<file path="src/design/permgen_pkg.sv">
// Package for the permutation generator: field widths, op codes and
// status codes shared by the interfaces and the top level.
// No dependencies.
package permgen_pkg;

  localparam int unsigned OP_W     = 2;
  localparam int unsigned LETTER_W = 8;
  localparam int unsigned WORD_BYTES = 8;
  localparam int unsigned WORD_W   = LETTER_W * WORD_BYTES;
  localparam int unsigned LEN_W    = 4;
  localparam int unsigned STATUS_W = 2;

  typedef enum logic [OP_W-1:0] {
    OP_CLEAR  = 2'd0,
    OP_APPEND = 2'd1,
    OP_STEP   = 2'd2
  } op_e;

  typedef enum logic [STATUS_W-1:0] {
    ST_ORDER = 2'd0,
    ST_FINAL = 2'd1,
    ST_NONE  = 2'd2
  } status_e;

endpackage

</file>
<file path="src/design/permgen_in_if.sv">
// Input channel of the permutation generator: valid/ready plus op and letter.
// Depends on permgen_pkg.
interface permgen_in_if;
  logic                             valid;
  logic                             ready;
  logic [permgen_pkg::OP_W-1:0]     op;
  logic [permgen_pkg::LETTER_W-1:0] letter;

  modport source (output valid, output op, output letter, input ready);
  modport sink   (input valid, input op, input letter, output ready);
endinterface

</file>
<file path="src/design/permgen_out_if.sv">
// Output channel of the permutation generator: valid/ready plus word,
// length and status. Depends on permgen_pkg.
interface permgen_out_if;
  logic                             valid;
  logic                             ready;
  logic [permgen_pkg::WORD_W-1:0]   word;
  logic [permgen_pkg::LEN_W-1:0]    length;
  logic [permgen_pkg::STATUS_W-1:0] status;

  modport source (output valid, output word, output length, output status, input ready);
  modport sink   (input valid, input word, input length, input status, output ready);
endinterface

</file>
<file path="src/design/permutation_generator_unit.sv">
// Permutation generator top level: countdown QuickPerm over a word of up to
// MAX_LETTERS letters. Depends on permgen_pkg, permgen_in_if, permgen_out_if.
//
// Usage:
//   req_i carries one op per word: clear, append a letter, or step. Clear and
//   append give no result; step gives one result word on rsp_o holding the
//   current ordering, its length and a status (ordering, final ordering, or
//   nothing left / empty word).
// Timing:
//   Clear, append and the unused code are taken in S_IDLE, and req_i stays
//   ready after them. A step is accepted in S_IDLE and loaded into the output
//   register from S_EMIT once that register is free. An advancing step then
//   decrements the counter at the cursor in S_DEC, swaps the two letters in
//   S_SWAP, and in S_WALK walks the counters one per cycle until the first
//   nonzero one or the end of the word; a final, exhausted or empty step
//   returns from S_EMIT to S_IDLE. Counters and letters sit in flip-flops,
//   and the one counter read port and one letter read port set this order.
// Stall and reset:
//   While rsp_o is stalled the held result stays put; clear and append are
//   still taken while no step is pending, but a step waits in S_EMIT, with
//   req_i not ready, until the output register frees up. Reset empties the
//   word and restarts the counters; req_i is ready as soon as reset ends.
module permutation_generator_unit #(
  parameter int unsigned MAX_LETTERS = 8
) (
  input  logic            clk_i,
  input  logic            rst_ni,
  permgen_in_if.sink      req_i,
  permgen_out_if.source   rsp_o
);
  import permgen_pkg::*;

  localparam int unsigned LW = (MAX_LETTERS > 1) ? $clog2(MAX_LETTERS) : 1;
  localparam int unsigned CW = $clog2(MAX_LETTERS + 1);
  localparam int unsigned CD_DEPTH = MAX_LETTERS + 1;

  typedef enum logic [4:0] {
    S_IDLE = 5'b00001,
    S_EMIT = 5'b00010,
    S_DEC  = 5'b00100,
    S_SWAP = 5'b01000,
    S_WALK = 5'b10000
  } state_e;

  state_e                  state_q, state_d;
  logic [LETTER_W-1:0]     letters_q [MAX_LETTERS];
  logic [LETTER_W-1:0]     letters_d [MAX_LETTERS];
  logic [LEN_W-1:0]        cd_q [CD_DEPTH];
  logic [LEN_W-1:0]        cd_d [CD_DEPTH];
  logic [LEN_W-1:0]        cursor_q, cursor_d;
  logic [LEN_W-1:0]        len_q, len_d;
  logic                    fin_q, fin_d;
  logic [LEN_W-1:0]        walk_q, walk_d;
  logic [LW-1:0]           j_q, j_d;
  logic [LETTER_W-1:0]     tmp_q, tmp_d;

  logic                    out_valid_q, out_valid_d;
  logic [WORD_W-1:0]       out_word_q, out_word_d;
  logic [LEN_W-1:0]        out_len_q, out_len_d;
  logic [STATUS_W-1:0]     out_status_q, out_status_d;

  logic                    in_fire;
  logic                    out_free;
  logic [WORD_W-1:0]       packed_word;
  logic [CW-1:0]           cd_addr;
  logic [LEN_W-1:0]        cd_rd;
  logic [LEN_W-1:0]        cd_dec;
  logic [LW-1:0]           lt_addr;
  logic [LETTER_W-1:0]     lt_rd;
  logic                    no_word;

  assign req_i.ready  = (state_q == S_IDLE);
  assign in_fire      = req_i.valid && req_i.ready;
  assign out_free     = !out_valid_q || rsp_o.ready;

  assign rsp_o.valid  = out_valid_q;
  assign rsp_o.word   = out_word_q;
  assign rsp_o.length = out_len_q;
  assign rsp_o.status = out_status_q;

  // Pack the letters below the current length; the rest read as zero
  for (genvar g = 0; g < WORD_BYTES; g++) begin : g_pack
    if (g < MAX_LETTERS) begin : g_live
      assign packed_word[g*LETTER_W +: LETTER_W] =
        (LEN_W'(g) < len_q) ? letters_q[g] : '0;
    end else begin : g_dead
      assign packed_word[g*LETTER_W +: LETTER_W] = '0;
    end
  end

  // Shared read ports: one counter and one letter per cycle
  assign cd_addr = (state_q == S_DEC) ? cursor_q[CW-1:0] : walk_q[CW-1:0];
  assign cd_rd   = cd_q[cd_addr];
  assign cd_dec  = (cd_rd != '0) ? cd_rd - LEN_W'(1) : cd_rd;
  assign lt_addr = (state_q == S_DEC) ? cursor_q[LW-1:0] : j_q;
  assign lt_rd   = letters_q[lt_addr];
  assign no_word = (len_q == '0) || fin_q;

  always_comb begin
    state_d      = state_q;
    letters_d    = letters_q;
    cd_d         = cd_q;
    cursor_d     = cursor_q;
    len_d        = len_q;
    fin_d        = fin_q;
    walk_d       = walk_q;
    j_d          = j_q;
    tmp_d        = tmp_q;
    out_valid_d  = out_valid_q && !rsp_o.ready;
    out_word_d   = out_word_q;
    out_len_d    = out_len_q;
    out_status_d = out_status_q;

    unique case (state_q)
      S_IDLE: begin
        if (in_fire) begin
          case (req_i.op)
            OP_CLEAR: begin
              for (int i = 0; i < MAX_LETTERS; i++) letters_d[i] = '0;
              len_d = '0;
              for (int i = 0; i < CD_DEPTH; i++) cd_d[i] = LEN_W'(i);
              cursor_d = LEN_W'(1);
              fin_d    = 1'b0;
            end
            OP_APPEND: begin
              // ignore the letter once the word is full
              if (len_q < LEN_W'(MAX_LETTERS)) begin
                letters_d[len_q[LW-1:0]] = req_i.letter;
                len_d = len_q + LEN_W'(1);
                for (int i = 0; i < CD_DEPTH; i++) cd_d[i] = LEN_W'(i);
                cursor_d = LEN_W'(1);
                fin_d    = 1'b0;
              end
            end
            OP_STEP: state_d = S_EMIT;
            default: ;
          endcase
        end
      end
      S_EMIT: begin
        // hold until the output register can take the word
        if (out_free) begin
          out_valid_d = 1'b1;
          out_len_d   = len_q;
          if (no_word) begin
            out_word_d   = '0;
            out_status_d = ST_NONE;
            state_d      = S_IDLE;
          end else if (cursor_q >= len_q) begin
            out_word_d   = packed_word;
            out_status_d = ST_FINAL;
            fin_d        = 1'b1;
            state_d      = S_IDLE;
          end else begin
            out_word_d   = packed_word;
            out_status_d = ST_ORDER;
            state_d      = S_DEC;
          end
        end
      end
      S_DEC: begin
        cd_d[cd_addr] = cd_dec;
        // odd cursor swaps with the letter at the new count, even with letter 0
        if (cursor_q[0] && (cd_dec < LEN_W'(MAX_LETTERS))) begin
          j_d = cd_dec[LW-1:0];
        end else begin
          j_d = '0;
        end
        tmp_d   = lt_rd;
        state_d = S_SWAP;
      end
      S_SWAP: begin
        letters_d[cursor_q[LW-1:0]] = lt_rd;
        letters_d[j_q]              = tmp_q;
        walk_d  = LEN_W'(1);
        state_d = S_WALK;
      end
      S_WALK: begin
        // reload exhausted counters and stop at the first live one or at the word length
        if ((walk_q < len_q) && (cd_rd == '0)) begin
          cd_d[cd_addr] = walk_q;
          walk_d        = walk_q + LEN_W'(1);
        end else begin
          cursor_d = walk_q;
          state_d  = S_IDLE;
        end
      end
      default: state_d = S_IDLE;
    endcase
  end

  always_ff @(posedge clk_i or negedge rst_ni) begin
    if (!rst_ni) begin
      state_q     <= S_IDLE;
      for (int i = 0; i < MAX_LETTERS; i++) letters_q[i] <= '0;
      for (int i = 0; i < CD_DEPTH; i++) cd_q[i] <= LEN_W'(i);
      cursor_q    <= LEN_W'(1);
      len_q       <= '0;
      fin_q       <= 1'b0;
      walk_q      <= LEN_W'(1);
      out_valid_q <= 1'b0;
    end else begin
      state_q     <= state_d;
      letters_q   <= letters_d;
      cd_q        <= cd_d;
      cursor_q    <= cursor_d;
      len_q       <= len_d;
      fin_q       <= fin_d;
      walk_q      <= walk_d;
      out_valid_q <= out_valid_d;
    end
  end

  always_ff @(posedge clk_i) begin
    j_q          <= j_d;
    tmp_q        <= tmp_d;
    out_word_q   <= out_word_d;
    out_len_q    <= out_len_d;
    out_status_q <= out_status_d;
  end

  a_dec_cursor: assert property (@(posedge clk_i) disable iff (!rst_ni)
    (state_q == S_DEC) |-> ((cursor_q != '0) && (cursor_q < len_q)))
    else $error("cursor out of range at decrement");

  a_swap_below: assert property (@(posedge clk_i) disable iff (!rst_ni)
    (state_q == S_SWAP) |-> (LEN_W'(j_q) < cursor_q))
    else $error("swap partner not below cursor");

  a_none_zero: assert property (@(posedge clk_i) disable iff (!rst_ni)
    (out_valid_q && (out_status_q == ST_NONE)) |-> (out_word_q == '0))
    else $error("empty result carries letters");

  a_len_cap: assert property (@(posedge clk_i) disable iff (!rst_ni)
    len_q <= LEN_W'(MAX_LETTERS))
    else $error("word length beyond capacity");

endmodule
</file>
<file path="src/flat_wrapper.sv">
// flat-port wrapper written by rule: the top's interface ports become plain ports
module permutation_generator_unit_flat import permgen_pkg::*;
#(
  parameter int unsigned MAX_LETTERS = 8
)
  (clk_i, rst_ni, req_i_valid, req_i_op, req_i_letter, req_i_ready, rsp_o_valid, rsp_o_word, rsp_o_length, rsp_o_status, rsp_o_ready);
  permgen_in_if req_i_i ();
  permgen_out_if rsp_o_i ();
  input  logic clk_i;
  input  logic rst_ni;
  input wire logic [$bits(req_i_i.valid)-1:0] req_i_valid;
  input wire logic [$bits(req_i_i.op)-1:0] req_i_op;
  input wire logic [$bits(req_i_i.letter)-1:0] req_i_letter;
  output wire logic [$bits(req_i_i.ready)-1:0] req_i_ready;
  output wire logic [$bits(rsp_o_i.valid)-1:0] rsp_o_valid;
  output wire logic [$bits(rsp_o_i.word)-1:0] rsp_o_word;
  output wire logic [$bits(rsp_o_i.length)-1:0] rsp_o_length;
  output wire logic [$bits(rsp_o_i.status)-1:0] rsp_o_status;
  input wire logic [$bits(rsp_o_i.ready)-1:0] rsp_o_ready;
  assign req_i_i.valid = req_i_valid;
  assign req_i_i.op = req_i_op;
  assign req_i_i.letter = req_i_letter;
  assign req_i_ready = req_i_i.ready;
  assign rsp_o_valid = rsp_o_i.valid;
  assign rsp_o_word = rsp_o_i.word;
  assign rsp_o_length = rsp_o_i.length;
  assign rsp_o_status = rsp_o_i.status;
  assign rsp_o_i.ready = rsp_o_ready;
  permutation_generator_unit #(.MAX_LETTERS(MAX_LETTERS)) u_core (.clk_i(clk_i), .rst_ni(rst_ni), .req_i(req_i_i), .rsp_o(rsp_o_i));
endmodule
</file>
<file path="config.mk">
export PLATFORM = sky130hd
export DESIGN_NAME = permutation_generator_unit_flat
export DESIGN_NICKNAME = d
export VERILOG_FILES = /design/src/design/permgen_pkg.sv /design/src/design/permgen_in_if.sv /design/src/design/permgen_out_if.sv /design/src/design/permutation_generator_unit.sv /design/src/flat_wrapper.sv
export SDC_FILE = /design/constraint.sdc
export NUM_CORES = 1
export LEC_CHECK = 0
export ABC_AREA = 1
export BUFFER_PORTS_ARGS = -buffer_cell sky130_fd_sc_hd__buf_2
export CELL_PAD_IN_SITES_DETAIL_PLACEMENT = 1
export CELL_PAD_IN_SITES_GLOBAL_PLACEMENT = 1
export CORE_ASPECT_RATIO = 2
export CORE_MARGIN = 2
export CORE_UTILIZATION = 49
export CTS_CLUSTER_DIAMETER = 60
export DETAILED_ROUTE_END_ITERATION = 10
export PLACE_DENSITY_LB_ADDON = 0.1
export SYNTH_ARGS = -nofsm -noshare
export SYNTH_HDL_FRONTEND = slang
export SYNTH_SLANG_ARGS = --single-unit
</file>
<file path="constraint.sdc">
create_clock -name clk_i -period 12 [get_ports clk_i]
set_input_delay 2.4 -clock clk_i [delete_from_list [all_inputs] [get_ports clk_i]]
set_output_delay 2.4 -clock clk_i [all_outputs]
set_load 0.05 [all_outputs]
</file>
==> flow_summary.toml <==
[worst_setup_path]
crit_family = "simple AND/OR/NAND/NOR gates"
cp_slowest_cell = "inv_2"
worstSetupPathType = "register to register"
cp-end-kind = "register"
critPathArrivalTime_ns = 4.99
required_ns = 12.37
worst_setup_path_start_kind = "register"
critical-path-max-stage-delay_ns = 0.70
crit_fanout = 37
cp_cell_sequence = "nor2_4, nand3_4, inv_2, nand2_1, nand2_1, nor2_2, nand2_1, nor2_1, nand2_1, nand2_1, nor2_2, ha_1, nand4_4, nand2_4, nand2_4, nor2_1, nand2_1, and2_1"
path_common_cell = "nand2_1"
setup.worst_path.start = "u_core.state_q[1]"
rr_startpoint = "u_core.state_q[1]"
crit_buf_inv = 1

[routing]
vias_per_cell = 6.08
drtIter0Drc = 745
drc_errors = 0
drt_wl_total_mm = 42.7
dr.pass1.iters = 6
wl_per_cell_um = 23.1
ant_nets = 0
vias = 11200

[finish]
multiInputGateArea_um2 = 5130
diodes = 0
area_growth_pct = 10.5
layout-drive-gt1-share_pct = 11.6
nFillCells = 2926
nNetsFinal = 1577
ff_latch_area_um2 = 5430

[sta]
slew_violations = 0
fin_skew_ns = 0.00899
fin_ws_ns = 7.37
rsz0062_at_grt = "no"
fin_crit_ns = 4.63
timing.fmax_mhz = 216
timing.final.crit_share_pct = 38.5
timing.hold.ws_ns = 0.547
tightest_slew_ns = 1.29
setup_viol = 0
slew_headroom_pct = 13.3
tns_ns = 0
finalHoldViolations = 0

[power]
p_switching_mw = 1.24
power-per-cell-area_nw_per_um2 = 220
p_comb_share_pct = 38.5
p_leak_nw = 5.63
p_clk_share_pct = 22.4
switching_share_pct = 44.3
seqPwrFrac_pct = 39.1
ir_drop_mv = 0.168
p_total_mw = 2.81
p_int_mw = 1.56

[run_status]
status = "complete, no violations"

[logic_synthesis]
yosysWarningCount = 0
synth_top_cell_area_share_pct = 22.4
synthXorXnorAreaFrac_pct = 0
yosysTopAreaCell = "dfrtp_1"
async_flop_share_pct = 59.5
synth-adder-area-share_pct = 1.30
synthMuxAreaShare_pct = 0
ys_dominant_reg_cell = "dfrtp_1"
yosys.area_share.simple_pct = 27.5
yosysSeqAreaShare_pct = 47.1
syn-instance-count = 1499
ys_ff_latch = 200
synth_cell_type_count = 47
synth-edff-count = 81
syn_nets = 1525
syn_area_per_cell_um2 = 7.69
synth_top_family_by_area = "simple AND/OR/NAND/NOR gates"
synthTopCellsByArea = "dfrtp_1 22%, edfxtp_1 21%, nand2_1 12%"
syn-cell-area_um2 = 11500
synth_compound_area_share_pct = 15.5

[clock_network]
cts_hold_buf = 0
cts-root-buf = "clkbuf_16"
ctsHtreeMaxLevel = 4
cts_buffers = 17
cts_tree = "done"
post_cts_buffers = 0
clock_path_buffers = 2
ctsResizeCount = 0
path_clk_slew_ns = 0.07
clock-sinks = 200
worstSkewPairLatency_ns = 0.48

[die]
die_h_um = 221
die_x_um = 112
initial_core_util_pct = 49.6
rows = 79
io_pins = 86
fp.coreArea_um2 = 23200
dieArea_um2 = 24800

[job]
cap_violations = 0

[placed_design]
io_buffers = 85
gp_congestion = 0.945
dp_hpwl_mm = 31.1
dpl_worst_slack_ns = 7.20

[min_path]
min-delay-start = "u_core.cd_q[9]"
min_path_type = "register to register"

[grt]
antenna_found_initial = 0
track_usage_pct = 34.8
grt_overflow = 0
grt_pass1_vias = 11900
grt_pass1_wl_mm = 66.0
grt_max_degree = 75
-- layer usage --
metal / global-route usage [%] / up-vias / wire length, um
li1: - / 5096 / -
met1: 33.4 / 5467 / 13900
met2: 63.2 / 450 / 22500
met3: 5.45 / 223 / 1910
met4: 29.5 / 0 / 4430
met5: 0 / - / 0
-- through the flow --
| stage | util [%] | cells | area (um^2) |
|---|---|---|---|
| 5_1_grt | 54.8 | 1847 | 12700 |
| 3_5_place_dp | 52.2 | 1815 | 12100 |
| 3_3_place_gp | 52.2 | 1815 | 12100 |
| 2_1_floorplan | - | 1499 | 11500 |
| 4_1_cts | 54.8 | 1847 | 12700 |
| 6_report | 54.8 | 1847 | 12700 |
-- flip-flops by register name, indices dropped and copies added, names as in the netlist, 3 cells and up --
signal and cells:
u_core.len_q 4, u_core.rsp_o.length 4, u_core.j_q 3, u_core.rsp_o.word 64, u_core.tmp_q 8, u_core.walk_q 4, u_core.state_q 5, u_core.cd_q 36
u_core.letters_q 64, u_core.cursor_q 4
-- layout by cell type (no fill, tap or decap), types with 24 or more instances in the layout --
master | Yosys | final
a21oi_1 | 65 | 65
a31oi_1 | 61 | 61
buf_2 | 18 | 84
dfrtp_1 | 103 | 103
edfxtp_1 | 81 | 81
inv_1 | 170 | 170
nand2_1 | 365 | 365
nand3_1 | 66 | 66
nor2_1 | 232 | 231
nor3_1 | 24 | 24
o21ai_0 | 48 | 48
o22ai_1 | 64 | 64
-- power by group through the flow --
stage / combinational, mW / clock (mW) / sequential [mW]
global placement: 1.01 / 0 / 1.09
global route: 1.17 / 0.654 / 1.12
floorplan: 0.626 / 0 / 1.16
finish: 1.08 / 0.628 / 1.10
detailed placement: 1.05 / 0 / 1.10
CTS: 1.07 / 0.631 / 1.09
-- cell type report --
| type | instances | share of cell area, % |
|---|---|---|
| clock buffers | 17 | 3.34 |
| clock inverters | 15 | 1.53 |
| inverters | 188 | 5.54 |
| multi-input cells | 1050 | 40.3 |
| flip-flops and latches | 200 | 42.6 |
| well taps | 283 | 2.78 |
| repair buffers | 94 | 3.89 |
-- logic make-up (layout without fill, tap and decap cells) --
group / Yosys count / in the layout
and+or+nand+nor: 741 / 741
AOI/OAI and AO/OA: 297 / 297
buffers and inverters: 249 / 314
DFF: 200 / 200
adders and majority gates: 12 / 12
-- synthesized netlist by cell type (9+ instances only) --
library cell and n:
clkbuf_1 29, nand4_1 13, o211ai_1 18, buf_1 9, nor3_1 24, dfrtp_1 103
nor2_1 232, nand2_1 365, ha_1 12, clkinv_1 13, edfxtp_1 81, buf_2 18
o21ai_0 48, o22ai_1 64, a21oi_1 65, inv_1 170, nand3_1 66, dfstp_2 16
a31oi_1 61
-- path summary, 6_finish.rpt --
check,end,slack [ns],cells after the start
min in group asynchronous,u_core.cd_q[33],2.07,1
max,u_core.cd_q[2],7.37,18
max reg2reg,u_core.cd_q[2],7.37,18
max in group asynchronous,u_core.len_q[3],8.70,2
min reg2reg,u_core.cd_q[9],0.55,2
min,u_core.cd_q[9],0.55,2
-- worst reg2reg max path: cells and delay by family, from the launching register on --
kind | cells | cell delay (ns)
and+or+nand+nor | 16 | 3.10
buffers and inverters | 1 | 0.71
DFF | 1 | 0.46
adders and majority gates | 1 | 0.26
Note: power is estimated with default switching activity, not from simulation.
